[config.mk]
export PLATFORM = sky130hd
export DESIGN_NAME = compare_match_system_timer_flat
export DESIGN_NICKNAME = d
export VERILOG_FILES = /design/src/design/cmst_pkg.sv /design/src/design/cmst_if.sv /design/src/design/cmst_in_stage.sv /design/src/design/cmst_core.sv /design/src/design/compare_match_system_timer.sv /design/src/flat_wrapper.sv
export SDC_FILE = /design/constraint.sdc
export NUM_CORES = 1
export LEC_CHECK = 0
export ABC_AREA = 1
export ABC_CLOCK_PERIOD_IN_PS = 6440
export BUFFER_PORTS_ARGS = -buffer_cell sky130_fd_sc_hd__buf_2
export CAP_MARGIN = 25
export CORE_MARGIN = 8
export CORE_UTILIZATION = 62
export CTS_BUF_LIST = sky130_fd_sc_hd__clkbuf_4 sky130_fd_sc_hd__clkbuf_8 sky130_fd_sc_hd__clkbuf_16
export CTS_CLUSTER_SIZE = 28
export DETAILED_ROUTE_END_ITERATION = 8
export PLACE_DENSITY = 0.91
export SLEW_MARGIN = 20
export SYNTH_ARGS = -nofsm -noshare
export SYNTH_HDL_FRONTEND = slang
export SYNTH_HIERARCHICAL = 1
export SYNTH_SLANG_ARGS = --single-unit
[constraint.sdc]
create_clock -name clk -period 6.44 [get_ports clk]
set_input_delay 1.61 -clock clk [delete_from_list [all_inputs] [get_ports clk]]
set_output_delay 1.61 -clock clk [all_outputs]
set_load 0.005 [all_outputs]
[src/design/cmst_pkg.sv]
package cmst_pkg;

  // Channel count: 1 to 4 compare channels
  localparam int NUM_CHANNELS = 4;

  // Field widths
  localparam int OP_W    = 2;
  localparam int SEL_W   = 3;
  localparam int DATA_W  = 32;
  localparam int CNT_W   = 64;
  localparam int FLAG_W  = 4;
  localparam int CH_IDX_W = (NUM_CHANNELS > 1) ? $clog2(NUM_CHANNELS) : 1;

  // Item operations
  typedef enum logic [OP_W-1:0] {
    OP_TICK  = 2'd0,
    OP_READ  = 2'd1,
    OP_WRITE = 2'd2,
    OP_NOP   = 2'd3
  } op_t;

  // Register map
  typedef enum logic [SEL_W-1:0] {
    SEL_STATUS = 3'd0,
    SEL_CNT_LO = 3'd1,
    SEL_CNT_HI = 3'd2,
    SEL_CMP0   = 3'd3,
    SEL_CMP1   = 3'd4,
    SEL_CMP2   = 3'd5,
    SEL_CMP3   = 3'd6,
    SEL_NONE   = 3'd7
  } sel_t;

  // One registered input beat
  typedef struct packed {
    op_t               op;
    sel_t              reg_select;
    logic [DATA_W-1:0] write_data;
  } item_t;

  // Handshake between input stage and core
  typedef struct packed {
    logic valid;
    logic advance;
  } stage_ctl_t;

endpackage

[src/design/cmst_if.sv]
interface cmst_in_if;
  import cmst_pkg::*;

  logic              valid;
  logic              ready;
  logic [OP_W-1:0]   op;
  logic [SEL_W-1:0]  reg_select;
  logic [DATA_W-1:0] write_data;

  modport source (output valid, output op, output reg_select, output write_data,
                  input ready);
  modport sink   (input valid, input op, input reg_select, input write_data,
                  output ready);
endinterface

interface cmst_out_if;
  import cmst_pkg::*;

  logic              valid;
  logic              ready;
  logic [DATA_W-1:0] read_data;
  logic [FLAG_W-1:0] match_flags;
  logic              irq_line;

  modport source (output valid, output read_data, output match_flags, output irq_line,
                  input ready);
  modport sink   (input valid, input read_data, input match_flags, input irq_line,
                  output ready);
endinterface

[src/design/cmst_in_stage.sv]
module cmst_in_stage (
  input  logic            clk,
  input  logic            rst_n,
  cmst_in_if.sink         in_bus,
  input  logic            advance,
  output cmst_pkg::item_t item,
  output logic            item_valid
);
  import cmst_pkg::*;

  logic  valid_r;
  logic  valid_nxt;
  item_t item_r;
  logic  take;

  // Accept a new beat when the slot is empty or drains this cycle
  assign in_bus.ready = !valid_r || advance;
  assign take         = in_bus.valid && in_bus.ready;

  always_comb begin
    valid_nxt = valid_r;
    if (take) begin
      valid_nxt = 1'b1;
    end else if (advance) begin
      valid_nxt = 1'b0;
    end
  end

  always_ff @(posedge clk) begin
    if (!rst_n) begin
      valid_r <= 1'b0;
    end else begin
      valid_r <= valid_nxt;
    end
  end

  // Payload capture, no reset needed
  always_ff @(posedge clk) begin
    if (take) begin
      item_r.op         <= op_t'(in_bus.op);
      item_r.reg_select <= sel_t'(in_bus.reg_select);
      item_r.write_data <= in_bus.write_data;
    end
  end

  assign item       = item_r;
  assign item_valid = valid_r;

endmodule

[src/design/cmst_core.sv]
module cmst_core (
  input  logic               clk,
  input  logic               rst_n,
  input  cmst_pkg::item_t    item,
  input  logic               item_valid,
  output cmst_pkg::stage_ctl_t ctl,
  cmst_out_if.source         out_bus
);
  import cmst_pkg::*;

  logic [CNT_W-1:0]        count_r;
  logic [CNT_W-1:0]        count_nxt;
  logic [DATA_W-1:0]       cmp_r   [NUM_CHANNELS];
  logic [NUM_CHANNELS-1:0] flags_r;
  logic [NUM_CHANNELS-1:0] flags_nxt;

  logic                    out_valid_r;
  logic                    out_valid_nxt;
  logic [DATA_W-1:0]       read_data_r;
  logic [DATA_W-1:0]       read_data_nxt;
  logic [FLAG_W-1:0]       match_flags_r;
  logic                    irq_line_r;

  logic                    advance;
  logic [CNT_W-1:0]        count_inc;
  logic [NUM_CHANNELS-1:0] hits;
  logic [SEL_W-1:0]        ch_full;
  logic [CH_IDX_W-1:0]     ch_idx;
  logic                    is_cmp;
  logic                    cmp_we;

  // Move the held beat into the result register when that slot is free
  assign advance     = item_valid && (!out_valid_r || out_bus.ready);
  assign ctl.valid   = item_valid;
  assign ctl.advance = advance;

  // Compare-channel decode; absent channels and the unused select fall out here
  assign ch_full = item.reg_select - SEL_CMP0;
  assign ch_idx  = ch_full[CH_IDX_W-1:0];
  assign is_cmp  = (item.reg_select >= SEL_CMP0) && (ch_full < SEL_W'(NUM_CHANNELS));

  // Counter increment and per-channel match on the new low word
  assign count_inc = count_r + CNT_W'(1);
  always_comb begin
    for (int c = 0; c < NUM_CHANNELS; c++) begin
      hits[c] = (cmp_r[c] == count_inc[DATA_W-1:0]);
    end
  end

  // Next state and read data for this beat
  always_comb begin
    count_nxt     = count_r;
    flags_nxt     = flags_r;
    read_data_nxt = '0;
    cmp_we        = 1'b0;
    case (item.op)
      OP_TICK: begin
        count_nxt = count_inc;
        flags_nxt = flags_r | hits;
      end
      OP_READ: begin
        case (item.reg_select)
          SEL_STATUS: read_data_nxt = DATA_W'(flags_r);
          SEL_CNT_LO: read_data_nxt = count_r[DATA_W-1:0];
          SEL_CNT_HI: read_data_nxt = count_r[CNT_W-1:DATA_W];
          default:    read_data_nxt = is_cmp ? cmp_r[ch_idx] : '0;
        endcase
      end
      OP_WRITE: begin
        if (item.reg_select == SEL_STATUS) begin
          flags_nxt = flags_r & ~item.write_data[NUM_CHANNELS-1:0];
        end
        cmp_we = is_cmp;
      end
      default: ;
    endcase
  end

  // Timer state
  always_ff @(posedge clk) begin
    if (!rst_n) begin
      count_r <= '0;
      flags_r <= '0;
      for (int c = 0; c < NUM_CHANNELS; c++) begin
        cmp_r[c] <= '0;
      end
    end else if (advance) begin
      count_r <= count_nxt;
      flags_r <= flags_nxt;
      if (cmp_we) begin
        cmp_r[ch_idx] <= item.write_data;
      end
    end
  end

  // Result register
  always_comb begin
    out_valid_nxt = out_valid_r;
    if (advance) begin
      out_valid_nxt = 1'b1;
    end else if (out_bus.ready) begin
      out_valid_nxt = 1'b0;
    end
  end

  always_ff @(posedge clk) begin
    if (!rst_n) begin
      out_valid_r <= 1'b0;
    end else begin
      out_valid_r <= out_valid_nxt;
    end
  end

  always_ff @(posedge clk) begin
    if (advance) begin
      read_data_r   <= read_data_nxt;
      match_flags_r <= FLAG_W'(flags_nxt);
      irq_line_r    <= |flags_nxt;
    end
  end

  assign out_bus.valid       = out_valid_r;
  assign out_bus.read_data   = read_data_r;
  assign out_bus.match_flags = match_flags_r;
  assign out_bus.irq_line    = irq_line_r;

endmodule

[src/design/compare_match_system_timer.sv]
// Compare-match system timer: a 64-bit free-running counter that steps on each
// tick beat, up to four 32-bit compare channels whose match flags set when the
// new low counter word equals the channel's compare value, and a bus view of
// status, counter halves and compare registers (write 1 to a status bit to
// clear it; counter writes are dropped; the two counter halves are read
// independently, not as a latched pair). Each input beat yields exactly one
// result beat carrying read data (zero except on reads), the flags after the
// beat, and the interrupt line. Throughput is one beat per clock while the
// output is ready; each beat passes through the input register and then the
// result register. The input ready follows the output ready combinationally
// when both stages are full, and the only long path is the 64-bit counter
// increment feeding the 32-bit compare of each channel.
module compare_match_system_timer (
  input  logic       clk,
  input  logic       rst_n,
  cmst_in_if.sink    in_bus,
  cmst_out_if.source out_bus
);
  import cmst_pkg::*;

  item_t      item;
  logic       item_valid;
  stage_ctl_t ctl;

  cmst_in_stage u_in_stage (
    .clk        (clk),
    .rst_n      (rst_n),
    .in_bus     (in_bus),
    .advance    (ctl.advance),
    .item       (item),
    .item_valid (item_valid)
  );

  cmst_core u_core (
    .clk        (clk),
    .rst_n      (rst_n),
    .item       (item),
    .item_valid (item_valid),
    .ctl        (ctl),
    .out_bus    (out_bus)
  );

  // Non-read beats always produce zero read data
  a_idle_read_zero: assert property (@(posedge clk) disable iff (!rst_n)
    (ctl.advance && (item.op != OP_READ)) |=> (out_bus.read_data == '0))
    else $error("read data nonzero on a non-read beat");

  // Interrupt tracks the flags carried on the same beat
  a_irq_matches_flags: assert property (@(posedge clk) disable iff (!rst_n)
    out_bus.valid |-> (out_bus.irq_line == (out_bus.match_flags != '0)))
    else $error("irq line disagrees with match flags");

  // A pending result blocks the core from moving another beat
  a_no_overwrite: assert property (@(posedge clk) disable iff (!rst_n)
    (out_bus.valid && !out_bus.ready) |-> !ctl.advance)
    else $error("result overwritten while stalled");

  // The core only moves a beat that the input stage holds
  a_advance_needs_beat: assert property (@(posedge clk) disable iff (!rst_n)
    ctl.advance |-> ctl.valid)
    else $error("core advanced with no beat held");

endmodule

[src/flat_wrapper.sv]
// flat-port wrapper written by rule: the top's interface ports become plain ports
module compare_match_system_timer_flat import cmst_pkg::*;
  (clk, rst_n, in_bus_valid, in_bus_op, in_bus_reg_select, in_bus_write_data, in_bus_ready, out_bus_valid, out_bus_read_data, out_bus_match_flags, out_bus_irq_line, out_bus_ready);
  cmst_in_if in_bus_i ();
  cmst_out_if out_bus_i ();
  input  logic clk;
  input  logic rst_n;
  input wire logic [$bits(in_bus_i.valid)-1:0] in_bus_valid;
  input wire logic [$bits(in_bus_i.op)-1:0] in_bus_op;
  input wire logic [$bits(in_bus_i.reg_select)-1:0] in_bus_reg_select;
  input wire logic [$bits(in_bus_i.write_data)-1:0] in_bus_write_data;
  output wire logic [$bits(in_bus_i.ready)-1:0] in_bus_ready;
  output wire logic [$bits(out_bus_i.valid)-1:0] out_bus_valid;
  output wire logic [$bits(out_bus_i.read_data)-1:0] out_bus_read_data;
  output wire logic [$bits(out_bus_i.match_flags)-1:0] out_bus_match_flags;
  output wire logic [$bits(out_bus_i.irq_line)-1:0] out_bus_irq_line;
  input wire logic [$bits(out_bus_i.ready)-1:0] out_bus_ready;
  assign in_bus_i.valid = in_bus_valid;
  assign in_bus_i.op = in_bus_op;
  assign in_bus_i.reg_select = in_bus_reg_select;
  assign in_bus_i.write_data = in_bus_write_data;
  assign in_bus_ready = in_bus_i.ready;
  assign out_bus_valid = out_bus_i.valid;
  assign out_bus_read_data = out_bus_i.read_data;
  assign out_bus_match_flags = out_bus_i.match_flags;
  assign out_bus_irq_line = out_bus_i.irq_line;
  assign out_bus_i.ready = out_bus_ready;
  compare_match_system_timer u_core (.clk(clk), .rst_n(rst_n), .in_bus(in_bus_i), .out_bus(out_bus_i));
endmodule
==> results of run 1 <==
-- critical path: cells and delay by family --
kind,cells,cell delay (ns)
simple gates,3,0.32
buf+inv,6,0.90
-- sequential cells by signal (all words and copies together) (netlist names) --
| signal | count |
|---|---|
| u_core/u_core/cmp_r | 128 |
| u_core/u_core/count_r | 64 |
| u_core/u_core/flags_r | 4 |
| u_core/u_core/out_bus.irq_line | 1 |
| u_core/u_core/out_bus.match_flags | 4 |
| u_core/u_core/out_bus.read_data | 32 |
| u_core/u_core/out_bus.valid | 1 |
| u_core/u_in_stage/item | 37 |
| u_core/u_in_stage/item_valid | 1 |
-- cells in the final DEF (no fill, tap or decap), types with 6 or more instances in the layout --
master     count
xnor2_1       20
o21ai_0       56
nand3_1      102
xor2_1        32
clkbuf_16     29
nor3_1        31
nand4_1       13
nand2_1      424
dfxtp_1       70
a21oi_1      142
buf_2         79
o22ai_1       55
nand3_2        6
edfxtp_1     202
inv_1        224
nand2_2       26
nand3b_1      13
nor2_2         6
nor2_1       305
clkinv_1       8
nor4_1        13
nor2_4         6
buf_4         20
-- layer usage --
metal	GRT usage	up-vias
li1	-	6299
met1	0.4667	6377
met2	0.5490	1101
met3	0.07901	217
met4	0.1972	2
met5	0	-
-- final cells by class --
cell class | instances | area (sq um) | area share
Sequential cell | 272 | 7467 | 0.4527
Clock inverter | 19 | 162.7 | 0.009862
Tap cell | 319 | 399.1 | 0.02420
Multi-Input combinational cell | 1302 | 6237 | 0.3782
Timing Repair Buffer | 102 | 600.6 | 0.03641
Clock buffer | 33 | 755.7 | 0.04582
Inverter | 232 | 870.8 | 0.05280
-- per-stage QoR --
step / power [mW] / util / setup WS, ns / instances / cell area, sq um
2_1_floorplan: 2.298 / - / 1.232 / 1863 / 14780
3_3_place_gp: 2.470 / 0.6629 / 1.632 / 2226 / 15560
3_5_place_dp: 2.483 / 0.6635 / 1.488 / 2227 / 15570
4_1_cts: 4.091 / 0.7027 / 1.971 / 2279 / 16490
5_1_grt: 4.205 / 0.7027 / 1.669 / 2279 / 16490
6_report: 4.098 / 0.7027 / 1.982 / 2279 / 16490
-- power by group --
group	leakage (nW)	switching, mW	internal (mW)
Sequential	2.61	0.0597	1.96
Clock	0.449	0.699	0.922
Combinational	3.74	0.327	0.131
-- how the worst max path moves through the flow --
stage	endpoint	cells after the start	startpoint	slack [ns]
floorplan	u_core/u_in_stage/item[0]	7	out_bus_ready	1.23
CTS	in_bus_ready	9	out_bus_ready	1.97
detailed placement	u_core/u_core/count_r[56]	15	out_bus_ready	1.49
global route	u_core/u_core/count_r[56]	15	out_bus_ready	1.67
finish	in_bus_ready	9	out_bus_ready	1.98
global placement	u_core/u_core/count_r[56]	15	out_bus_ready	1.63
==> flow_summary.ini, run 1 <==
[layout]
fillers = 1849
nets = 1984
area_delta_synth_final_pct = 11.59
insertedDiodeCount = 0
drive_above_1_share = 0.1097

[global_routing]
grt_overflow = 0
grt_pass1_wl_um = 77870
grt_max_degree = 54
grt_pass1_vias = 13120
antenna_found_initial = 1
grt_use_total = 0.3580

[min_path]
hp-class = flop to flop
holdPathStages = 2
hold_path.startpoint = u_core/u_core/out_bus.valid
hold_end = u_core/u_core/out_bus.valid

[setup_path]
ff2ff_path_depth = 12
critical_path.slowest_cell = buf_4
r2r_start = u_core/u_in_stage/item_valid
crit_type = input port to output port
r2r_slack_ns = 2.74
worst_path_largest_cell_delay_ns = 0.47
regToRegEndpoint = u_core/u_core/count_r[56]
arrival_ns = 2.85
startpoint_type = input port
crit_chain = buf_2 > inv_1 > nand2_1 > nand2_1 > inv_1 > buf_4 > inv_2 > nand2_2 > buf_2
endpoint_kind = output port
worst_ep_required_time_ns = 4.83
cp_max_fo = 43

[cts]
cts_resized = 0
clk_latency_ns = 0.55
cts_buffer_depth = 3
cts_buffers = 28
postCtsSetupBuffers = 0
cts_sinks = 272
clk_pin_slew_ns = 0.07
cts_tree = yes
h-tree-depth = 1
postCtsHoldBufs = 0
clock-root-buffer = clkbuf_16

[floorplan]
dieWidth_um = 170.4
design.core.area_sq_um = 23470
die_h_um = 170.4
start_util = 0.6297
dieArea_sq_um = 29040
rows = 56
ios = 80

[sta]
finalSetupViolations = 0
skew_ns = 0.01155
holdWs_ns = 0.5043
period_share = 0.6923
fmax_mhz = 224.3
rsz0062_at_grt = false
hold_violations = 0
finalSetupTns_ns = 0
tightestPinTransition_ns = 1.061
fin_crit_ns = 4.458
slew-limit-headroom = 0.2859
report.final.slew_viol_count = 0

[power]
p_leak_nw = 6.804
vdd_ir_drop_max_v = 0.0002728
power_density_nw_per_um2 = 248.5

[place]
dp_hpwl_um = 38050
place.gp.congestion = 1.088
io_buffers = 79

[run]
max_cap_violations = 0

[synth]
synth_cells = 1863
syn_avg_cell_area_sq_um = 7.934
synth_fp_nets = 1909
yosys_warnings = 6
netlist_area_sq_um = 14780

[drt]
routed-wl-met3_um = 6718
drtIter0Drc = 2045
num_vias = 14000
drc_errors = 0
top_layer = met5
ant_nets = 0
m1WireLength_um = 19810
wl_um = 52600
wire_per_inst_um = 23.08
drt-vias-per-instance = 6.141
first_pass_iters = 6
wl_met2_um = 22680

[outcome]
status = finished, final reports clean
(Power assumes the default switching activity.)
==> inputs of run 2 (changes only) <==
--- a/config.mk
+++ b/config.mk
@@ -6,7 +6,7 @@
 export NUM_CORES = 1
 export LEC_CHECK = 0
 export ABC_AREA = 1
-export ABC_CLOCK_PERIOD_IN_PS = 6440
+export ABC_CLOCK_PERIOD_IN_PS = 4400
 export BUFFER_PORTS_ARGS = -buffer_cell sky130_fd_sc_hd__buf_2
 export CAP_MARGIN = 25
 export CORE_MARGIN = 8
==> constraint.sdc (replaced) <==
create_clock -name clk -period 4.4 [get_ports clk]
set_input_delay 1.1 -clock clk [delete_from_list [all_inputs] [get_ports clk]]
set_output_delay 1.1 -clock clk [all_outputs]
set_load 0.005 [all_outputs]
==> flow_summary.ini, run 2 (same netlist as run 1, synthesis figures left out) <==
[outcome]
status = finished, final reports clean

[layout]
multiInputGateArea_sq_um = 6237
final_cell_mix = nand2_1 (424), nor2_1 (305), inv_1 (225), edfxtp_1 (202), a21oi_1 (142)
final_common_cell = nand2_1
utilization = 0.7090
nets = 1989
top_register = u_core/u_core/cmp_r
regArea_sq_um = 7467
fillers = 1817
insertedDiodeCount = 0
largest_register_ffs = 128
area_delta_synth_final_pct = 12.59
drive_above_1_share = 0.1144

[floorplan]
dieArea_sq_um = 29040
design.core.area_sq_um = 23470
start_util = 0.6297
ios = 80
dieWidth_um = 170.4
die_h_um = 170.4
rows = 56

[drt]
drt-vias-per-instance = 6.136
drc_errors = 0
wire_per_inst_um = 22.79
ant_nets = 0
first_pass_iters = 8
num_vias = 14020
wl_um = 52070
drtIter0Drc = 2083

[global_routing]
met1_usage = 0.4640
antenna_found_initial = 2
grt_overflow = 0
grt_pass1_wl_um = 77710
grt_use_total = 0.3565
top_usage_layer = met2
grt_pass1_vias = 13080
grt_use_met3 = 0.08920
grt_max_degree = 43
met2_usage = 0.5405

[setup_path]
worst_ep_required_time_ns = 3.30
arrival_ns = 2.42
r2r_slack_ns = 1.10
startpoint_type = input port
crit_type = input port to output port
cp_max_fo = 42
endpoint_kind = output port

[sta]
fmax_mhz = 284.1
fin_crit_ns = 3.519
hold_violations = 0
period_share = 0.7998
slew-limit-headroom = 0.4281
tightestPinTransition_ns = 0.8500
rsz0062_at_grt = false
skew_ns = 0.02400
finalSetupViolations = 0
finalSetupTns_ns = 0
report.final.slew_viol_count = 0

[cts]
h-tree-depth = 1
cts_buffer_depth = 3
clock-root-buffer = clkbuf_16
cts_sinks = 272
cts_tree = yes
clk_latency_ns = 0.56
postCtsHoldBufs = 0
cts_resized = 0
clk_pin_slew_ns = 0.06
postCtsSetupBuffers = 0
cts_buffers = 29

[run]
max_cap_violations = 0

[power]
power_density_nw_per_um2 = 372.4
vdd_ir_drop_max_v = 0.0004101
p_leak_nw = 6.890

[place]
place.gp.congestion = 1.078
dp_hpwl_um = 38650
io_buffers = 79

[min_path]
hp-class = flop to flop
-- run 2: critical path, cell delays in order --
cell     delay (ns)
buf_2          0.07
inv_1          0.03
nand2_1        0.07
nand2_1        0.20
inv_1          0.13
buf_4          0.47
inv_2          0.12
nand2_2        0.09
buf_2          0.11
-- run 2: metal layers --
metal / part of all wire / wire (um)
met1: 0.37 / 19300
met2: 0.43 / 22420
met3: 0.14 / 7089
met4: 0.062 / 3237
met5: 0.00044 / 23
-- run 2: through the flow --
stage	worst slack, ns	cells	hold WS (ns)	area, sq um	power (mW)
final	0.8807	2285	0.5049	16640	6.197
after global routing	0.7653	2285	0.5254	16640	6.363
after CTS	0.9116	2283	0.5021	16610	6.170
after detailed placement	0.9279	2229	0.4926	15600	3.642
after global placement	0.9636	2228	0.4851	15590	3.625
after floorplan	0.4413	1863	0.4446	14780	3.363
-- run 2: power breakdown --
part | total [mW] | internal (mW) | leakage [nW] | switching (mW)
Sequential | 2.96 | 2.87 | 2.61 | 0.0883
Clock | 2.56 | 1.52 | 0.502 | 1.04
Combinational | 0.679 | 0.197 | 3.78 | 0.482
Total | 6.20 | 4.58 | 6.89 | 1.61
-- run 2: cell type report --
class	instances	share of cell area
sequential	272	0.4487
multi-input combinational	1302	0.3748
inverter	232	0.05233
clock buffer	37	0.04759
timing repair buffer	106	0.03955
tap	319	0.02398
clock inverter	17	0.01301
-- run 2: worst paths after layout --
kind / start / to / depth (start not counted)
hold reg to reg: u_core/u_core/out_bus.valid / u_core/u_core/out_bus.valid / 2
setup / recovery: out_bus_ready / in_bus_ready / 9
setup reg to reg: u_core/u_core/count_r[0] / u_core/u_core/out_bus.irq_line / 16
hold / removal: u_core/u_core/out_bus.valid / u_core/u_core/out_bus.valid / 2
